## src/design/psd_pkg.sv

```systemverilog
package psd_pkg;

	localparam int PosW    = 12;
	localparam int TolW    = 8;
	localparam int StepW   = 8;
	localparam int BudgetW = 16;
	localparam int ElapsW  = 17;
	localparam int CfgIdxW = 3;
	localparam int CfgDatW = 12;

	localparam logic [PosW-1:0]  FrontTargetRst = 12'd900;
	localparam logic [PosW-1:0]  BackTargetRst  = 12'd2750;
	localparam logic [TolW-1:0]  EndTolRst      = 8'd20;
	localparam logic [TolW-1:0]  MidTolRst      = 8'd25;
	localparam logic [StepW-1:0] StepMsRst      = 8'd10;

	localparam logic [CfgIdxW-1:0] CFG_FRONT_TARGET = 3'd0;
	localparam logic [CfgIdxW-1:0] CFG_BACK_TARGET  = 3'd1;
	localparam logic [CfgIdxW-1:0] CFG_END_TOL      = 3'd2;
	localparam logic [CfgIdxW-1:0] CFG_MID_TOL      = 3'd3;
	localparam logic [CfgIdxW-1:0] CFG_STEP_MS      = 3'd4;

	localparam logic [1:0] REQ_START = 2'd0;
	localparam logic [1:0] REQ_TICK  = 2'd1;
	localparam logic [1:0] REQ_ABORT = 2'd2;

	localparam logic [1:0] MODE_FRONT  = 2'd0;
	localparam logic [1:0] MODE_BACK   = 2'd1;
	localparam logic [1:0] MODE_MIDDLE = 2'd2;
	localparam logic [1:0] MODE_UNDEF  = 2'd3;

	localparam logic [1:0] DRV_STOP = 2'd0;
	localparam logic [1:0] DRV_FWD  = 2'd1;
	localparam logic [1:0] DRV_REV  = 2'd2;

	localparam logic [1:0] OUT_NONE    = 2'd0;
	localparam logic [1:0] OUT_REACHED = 2'd1;
	localparam logic [1:0] OUT_TIMEOUT = 2'd2;
	localparam logic [1:0] OUT_ABORT   = 2'd3;

	typedef struct packed {
		logic [1:0]         req_type;
		logic [1:0]         move_mode;
		logic [BudgetW-1:0] budget_ms;
		logic [PosW-1:0]    position_sample;
	} psd_in_t;

	typedef struct packed {
		logic [1:0] drive;
		logic       busy_res;
		logic       done_res;
		logic [1:0] outcome;
	} psd_out_t;

	typedef struct packed {
		logic [PosW-1:0]  front_pos;
		logic [PosW-1:0]  back_pos;
		logic [TolW-1:0]  end_tolerance;
		logic [TolW-1:0]  middle_tolerance;
		logic [StepW-1:0] step_ms;
	} psd_cfg_t;

endpackage

```

## src/design/psd_cfg_regs.sv

```systemverilog
module psd_cfg_regs (
	input  logic                          clk,
	input  logic                          arst_n,
	input  logic                          wr_en,
	input  logic [psd_pkg::CfgIdxW-1:0]   wr_index,
	input  logic [psd_pkg::CfgDatW-1:0]   wr_data,
	output psd_pkg::psd_cfg_t             cfg
);
	import psd_pkg::*;

	psd_cfg_t cfg_q;

	always_ff @(posedge clk or negedge arst_n) begin
		if (!arst_n) begin
			cfg_q.front_pos        <= FrontTargetRst;
			cfg_q.back_pos         <= BackTargetRst;
			cfg_q.end_tolerance    <= EndTolRst;
			cfg_q.middle_tolerance <= MidTolRst;
			cfg_q.step_ms          <= StepMsRst;
		end else if (wr_en) begin
			case (wr_index)
				CFG_FRONT_TARGET: cfg_q.front_pos        <= wr_data[PosW-1:0];
				CFG_BACK_TARGET:  cfg_q.back_pos         <= wr_data[PosW-1:0];
				CFG_END_TOL:      cfg_q.end_tolerance    <= wr_data[TolW-1:0];
				CFG_MID_TOL:      cfg_q.middle_tolerance <= wr_data[TolW-1:0];
				CFG_STEP_MS:      cfg_q.step_ms          <= wr_data[StepW-1:0];
				default: begin
				end
			endcase
		end
	end

	assign cfg = cfg_q;

endmodule

```

## src/design/psd_core.sv

```systemverilog
module psd_core (
	input  logic               clk,
	input  logic               arst_n,
	input  logic               accept,
	input  psd_pkg::psd_in_t   item,
	input  psd_pkg::psd_cfg_t  cfg,
	output psd_pkg::psd_out_t  result
);
	import psd_pkg::*;

	logic               running_q;
	logic [1:0]         mode_q;
	logic [ElapsW-1:0]  elapsed_q;
	logic [BudgetW-1:0] budget_q;
	logic [1:0]         drive_q;

	logic               running_d;
	logic [1:0]         mode_d;
	logic [ElapsW-1:0]  elapsed_d;
	logic [BudgetW-1:0] budget_d;
	logic [1:0]         drive_d;
	logic               done;
	logic [1:0]         outcome;

	logic [PosW:0]      front_lim;
	logic [PosW:0]      back_sum;
	logic [PosW:0]      mid_sum;
	logic [PosW-1:0]    mid;
	logic [PosW:0]      mid_lo_sum;
	logic [PosW:0]      mid_hi;
	logic [PosW:0]      samp;
	logic               arrived;
	logic [ElapsW-1:0]  elapsed_inc;

	assign samp        = {1'b0, item.position_sample};
	assign front_lim   = {1'b0, cfg.front_pos} + {5'd0, cfg.end_tolerance};
	assign back_sum    = samp + {5'd0, cfg.end_tolerance};
	assign mid_sum     = {1'b0, cfg.front_pos} + {1'b0, cfg.back_pos};
	assign mid         = mid_sum[PosW:1];
	assign mid_lo_sum  = samp + {5'd0, cfg.middle_tolerance};
	assign mid_hi      = {1'b0, mid} + {5'd0, cfg.middle_tolerance};
	assign elapsed_inc = elapsed_q + {9'd0, cfg.step_ms};

	always_comb begin
		case (mode_q)
			MODE_FRONT: arrived = samp <= front_lim;
			MODE_BACK:  arrived = back_sum >= {1'b0, cfg.back_pos};
			default:    arrived = (mid_lo_sum >= {1'b0, mid}) && (samp <= mid_hi);
		endcase
	end

	always_comb begin
		running_d = running_q;
		mode_d    = mode_q;
		elapsed_d = elapsed_q;
		budget_d  = budget_q;
		drive_d   = drive_q;
		done      = 1'b0;
		outcome   = OUT_NONE;
		case (item.req_type)
			REQ_START: begin
				if (item.move_mode != MODE_UNDEF) begin
					mode_d    = item.move_mode;
					budget_d  = item.budget_ms;
					elapsed_d = '0;
					if (item.budget_ms == '0) begin
						running_d = 1'b0;
						drive_d   = DRV_STOP;
						done      = 1'b1;
						outcome   = OUT_TIMEOUT;
					end else begin
						running_d = 1'b1;
						case (item.move_mode)
							MODE_FRONT: drive_d = DRV_FWD;
							MODE_BACK:  drive_d = DRV_REV;
							default:    drive_d = DRV_STOP;
						endcase
					end
				end
			end
			REQ_TICK: begin
				if (running_q) begin
					if (arrived) begin
						running_d = 1'b0;
						drive_d   = DRV_STOP;
						done      = 1'b1;
						outcome   = OUT_REACHED;
					end else begin
						if (mode_q == MODE_MIDDLE)
							drive_d = (item.position_sample < mid) ? DRV_REV : DRV_FWD;
						elapsed_d = elapsed_inc;
						if (elapsed_inc >= {1'b0, budget_q}) begin
							running_d = 1'b0;
							drive_d   = DRV_STOP;
							done      = 1'b1;
							outcome   = OUT_TIMEOUT;
						end
					end
				end
			end
			REQ_ABORT: begin
				if (running_q) begin
					running_d = 1'b0;
					drive_d   = DRV_STOP;
					done      = 1'b1;
					outcome   = OUT_ABORT;
				end
			end
			default: begin
			end
		endcase
	end

	always_ff @(posedge clk or negedge arst_n) begin
		if (!arst_n) begin
			running_q <= 1'b0;
			mode_q    <= MODE_FRONT;
			elapsed_q <= '0;
			budget_q  <= '0;
			drive_q   <= DRV_STOP;
		end else if (accept) begin
			running_q <= running_d;
			mode_q    <= mode_d;
			elapsed_q <= elapsed_d;
			budget_q  <= budget_d;
			drive_q   <= drive_d;
		end
	end

	assign result.drive    = drive_d;
	assign result.busy_res = running_d;
	assign result.done_res = done;
	assign result.outcome  = outcome;

endmodule

```

## src/design/psd_out_buf.sv

```systemverilog
module psd_out_buf (
	input  logic               clk,
	input  logic               arst_n,
	input  logic               push,
	input  psd_pkg::psd_out_t  push_item,
	output logic               push_ready,
	output logic               out_valid,
	input  logic               out_ready,
	output psd_pkg::psd_out_t  out_item
);
	import psd_pkg::*;

	logic     main_valid_q;
	logic     skid_valid_q;
	psd_out_t main_q;
	psd_out_t skid_q;

	always_ff @(posedge clk or negedge arst_n) begin
		if (!arst_n) begin
			main_valid_q <= 1'b0;
			skid_valid_q <= 1'b0;
		end else if (main_valid_q && out_ready) begin
			if (skid_valid_q) begin
				skid_valid_q <= 1'b0;
			end else begin
				main_valid_q <= push;
			end
		end else if (push) begin
			if (main_valid_q)
				skid_valid_q <= 1'b1;
			else
				main_valid_q <= 1'b1;
		end
	end

	always_ff @(posedge clk) begin
		if (main_valid_q && out_ready) begin
			if (skid_valid_q)
				main_q <= skid_q;
			else if (push)
				main_q <= push_item;
		end else if (push) begin
			if (main_valid_q)
				skid_q <= push_item;
			else
				main_q <= push_item;
		end
	end

	assign push_ready = !skid_valid_q;
	assign out_valid  = main_valid_q;
	assign out_item   = main_q;

endmodule

```

## src/design/position_seek_with_deadband.sv

```systemverilog
// Bang-bang position seek with deadband and timeout. Each item (start, sample
// tick or abort) yields one result; items may be offered every cycle. The move
// state updates in the accepting cycle and results queue in a two-entry
// output buffer, so item_ready drops only when both entries are held by a
// stalled result side. Configuration writes are always taken (cfg_ready is
// always high), act live on a move in progress, and indexes beyond step_ms
// are ignored.
module position_seek_with_deadband (
	input  logic                         clk,
	input  logic                         arst_n,
	input  logic                         item_valid,
	output logic                         item_ready,
	input  psd_pkg::psd_in_t             item,
	output logic                         result_valid,
	input  logic                         result_ready,
	output psd_pkg::psd_out_t            result,
	input  logic                         cfg_valid,
	output logic                         cfg_ready,
	input  logic [psd_pkg::CfgIdxW-1:0]  cfg_index,
	input  logic [psd_pkg::CfgDatW-1:0]  cfg_data
);
	import psd_pkg::*;

	psd_cfg_t cfg;
	psd_out_t core_result;
	logic     accept;

	assign cfg_ready = 1'b1;
	assign accept    = item_valid && item_ready;

	psd_cfg_regs u_cfg (
		.clk      (clk),
		.arst_n   (arst_n),
		.wr_en    (cfg_valid && cfg_ready),
		.wr_index (cfg_index),
		.wr_data  (cfg_data),
		.cfg      (cfg)
	);

	psd_core u_core (
		.clk    (clk),
		.arst_n (arst_n),
		.accept (accept),
		.item   (item),
		.cfg    (cfg),
		.result (core_result)
	);

	psd_out_buf u_out (
		.clk        (clk),
		.arst_n     (arst_n),
		.push       (accept),
		.push_item  (core_result),
		.push_ready (item_ready),
		.out_valid  (result_valid),
		.out_ready  (result_ready),
		.out_item   (result)
	);

endmodule

```

## config.mk

```make
export PLATFORM = sky130hd
export DESIGN_NAME = position_seek_with_deadband
export DESIGN_NICKNAME = d
export VERILOG_FILES = /design/src/design/psd_pkg.sv /design/src/design/psd_cfg_regs.sv /design/src/design/psd_core.sv /design/src/design/psd_out_buf.sv /design/src/design/position_seek_with_deadband.sv
export SDC_FILE = /design/constraint.sdc
export NUM_CORES = 1
export LEC_CHECK = 0
export CAP_MARGIN = 10
export CORE_MARGIN = 2
export CORE_UTILIZATION = 40
export DETAILED_ROUTE_END_ITERATION = 12
export DONT_BUFFER_PORTS = 1
export PLACE_DENSITY = 0.52
export SLEW_MARGIN = 20
export SYNTH_ARGS = -nofsm -noshare
export SYNTH_HDL_FRONTEND = slang
export SYNTH_SLANG_ARGS = --single-unit
export TNS_END_PERCENT = 30
```

## constraint.sdc

```tcl
create_clock -name clk -period 6.4 [get_ports clk]
set_clock_uncertainty 0.2 [all_clocks]
set_input_delay 0.96 -clock clk [delete_from_list [all_inputs] [get_ports clk]]
set_output_delay 0.96 -clock clk [all_outputs]
set_load 0.02 [all_outputs]
```

==> impl_results.md <==
- Area Growth Syn to Fin: 7.12%
- Worst Tran Pin Value: 951 ps
- Routed wire length: 19800 um
- Commonest non-fill, non-tap cells in the layout: ha_1 (128), dfrtp_1 (69), inv_1 (58)
- Routed len/inst: 17.7 um
- Yosys top cell area share: 20.8%
- Most common cell on crit path: o21ai_0
- Final #Nets: 1028
- Largest stage delay on the critical path: 550 ps
- Type of origin of the critical path: register
- Via density: 5.60
- Total Power: 3980 uW
- H-tree levels: 3
- Post-CTS Setup Repair Bufs: 0
- Initial DRC count: 270
- Fin crit share: 88.2%
- Filler cell count: 1969
- Worst endpoint required time: 6490 ps
- Ys async rst share: 88.0%
- Seq cells post-synth: 100
- Hold bufs inserted after CTS: 0
- Syn nets: 1030
- Max-slew headroom: 34.9%
- TritonCTS clock tree: done
- Max Freq: 177 MHz
- Most used DFF post-synth: dfrtp_1
- Ant. Diodes: 0
- Synthesized area per cell: 9.84 sq um
- P per Cell Area: 448 mW/mm^2
- Post-DP Area: 0.00858 sq mm
- Worst-path fanout max: 16
- CP max-delay cell: and3_1
- Tightest Hold Check Type: in2async
- Cts repair resizes: 0
- Drt pass-1 iters: 4
- WP buf/inv: 1
- Ys Warns: 0
- Max VDD drop: 0.206 mV
- Slew Limit Fails: 0
- Post-synth cell types: 72
- Setup crit end kind: register
- Reg clk slew, reported paths: 80 ps
- Clock root cell: clkbuf_16
- Die W: 148 um
- Crit path kind: reg2reg
- Critical path's top delay family: compound AO/OA/AOI/OAI gates
- TNS Setup: 0 ps
- Largest net degree at the start of global routing: 89
- Final Setup Violations: 0
- Final core occ: 43.8%
- Vias in the first global route: 6894
- HPWL Detailed: 15900 um
- Post-route DRC: 0
- Critical path, cell by cell: inv_1, fa_1, nor2b_1, o31a_1, o21ai_0, nand2b_1, xor2_1, ha_1, o21ai_0, nor2_1, nor4_1, nor2_1, xnor2_1, ha_1, nand4_1, a211oi_1, o21ai_0, a41oi_2, o31a_4, and3_1, a22o_1
- Cells after synthesis: 844
- Placer congestion estimate: 0.930
- Die outline height: 148 um
- MaxCap Viol Count: 0
- Vias after detailed routing: 6250
- Global route overflow: 0
- Cell area after synthesis: 0.00831 sq mm
- # rows: 52
- Core area: 0.0203 sq mm
- TritonCTS Buffers: 9
- Worst Path Arrival: 5730 ps
- I/O pins: 61
- Total Die Area: 0.0219 sq mm
- Leading area contributor after synthesis: dfrtp_1
- Leak: 0.00408 uW
- First-pass GRT wire length: 33800 um
- Clk buf depth: 2
- Clock Sinks: 100
- Reg area: 0.00259 sq mm
- Tot GR Track Use: 19.1%
- Top post-synthesis cells by area: dfrtp_1 (21%), ha_1 (19%), mux2_2 (7.7%)
- Final hold vios: 0
- ANT nets after route: 0
- Hold_ws: 93.9 ps
- Commonest non-fill, non-tap cell in the layout: ha_1
- Post-synth EDFFs: 12
- RSZ-0062 raised after global routing: false
- Post-layout min period: 5650 ps
- Clock Latency Late Sink: 360 ps
- Initial antenna violation count: 0
- Design Area, Final: 0.00890 sq mm
- Status: completed
- Sequential area share after synthesis: 31.1%
- Share of layout cells above drive strength 1: 13.2%
- Input/output buffers: 0
- Multi-input logic area: 0.00543 sq mm
- Starting Density: 40.9%
==> where the power goes <==
part	switching (uW)	leakage, uW	internal, uW
Clock	264	0.000155	330
Combinational	1290	0.00275	1070
Sequential	171	0.00117	860
==> synth_stat cells, types with 8 or more instances <==
cell	instances
clkbuf_1	10
nor2_1	46
ha_1	128
nor3_1	13
xnor2_1	38
nand4_1	12
nand2b_1	13
o21ai_0	47
a211oi_1	8
a21o_1	21
nor2b_1	12
a31oi_1	8
xor2_1	23
edfxtp_1	12
dfrtp_1	69
a21oi_1	48
a22o_1	16
nand3_1	24
dfstp_2	19
and3_1	8
o21a_1	11
mux2_2	57
inv_1	58
nor4_1	8
nand2_1	45
==> worst paths after layout <==
kind                                                  from                              end  slack, ps  cells past startpoint
setup / recovery                 u_cfg.cfg[25]$_DFFE_PN1P_  u_core.elapsed_q[5]$_DFFE_PN0P_        750                     21
hold / removal                                      arst_n      u_out.out_valid$_DFFE_PN0P_         90                      0
setup reg to reg                 u_cfg.cfg[25]$_DFFE_PN1P_  u_core.elapsed_q[5]$_DFFE_PN0P_        750                     21
hold reg to reg            u_core.budget_q[10]$_DFFE_PN0P_  u_core.budget_q[10]$_DFFE_PN0P_        310                      1
max in group asynchronous                           arst_n        u_cfg.cfg[35]$_DFFE_PN1P_       5670                      0
min in group clk           u_core.budget_q[10]$_DFFE_PN0P_  u_core.budget_q[10]$_DFFE_PN0P_        310                      1
==> cell type report <==
| class | instances | area share, % |
|---|---|---|
| tap | 270 | 3.80 |
| multi-input combinational | 671 | 61.0 |
| clock inverter | 6 | 0.745 |
| timing repair buffer | 2 | 0.169 |
| clock buffer | 10 | 2.81 |
| inverter | 58 | 2.45 |
| sequential | 100 | 29.1 |
==> sequential cells by signal (all words and copies together), names as in the netlist <==
name,count
u_cfg.cfg,48
u_core.budget_q,16
u_core.drive_q,2
u_core.elapsed_q,17
u_core.mode_q,2
u_core.running_q,1
u_out.out_item,6
u_out.out_valid,1
u_out.skid_q,6
u_out.skid_valid_q,1
==> per-layer routing <==
metal | share of wire, % | vias up | global-route usage, %
met5 | 0 | - | 0
met4 | 3.4 | 0 | 7.76
met3 | 3.6 | 48 | 2.88
met2 | 49 | 111 | 33.4
met1 | 45 | 2997 | 23.7
li1 | - | 3094 | -
==> through the flow <==
stage               worst slack (ps)  std cells
floorplan                       1380        844
global placement                 977       1101
detailed placement               861       1101
CTS                              809       1117
global route                     315       1117
finish                           753       1117
==> kinds of logic (layout without fill, tap and decap cells) <==
family	Yosys count	in the layout	share of synthesized area, %
buf+inv	73	76	3.68
xor+xnor	61	61	6.43
compound gates	211	211	17.5
mux	60	60	8.15
flops	100	100	31.1
simple gates	204	204	12.4
fa+ha+maj	134	134	20.7
other cells	1	1	0.0451
Power figures use the tool's default switching activity.
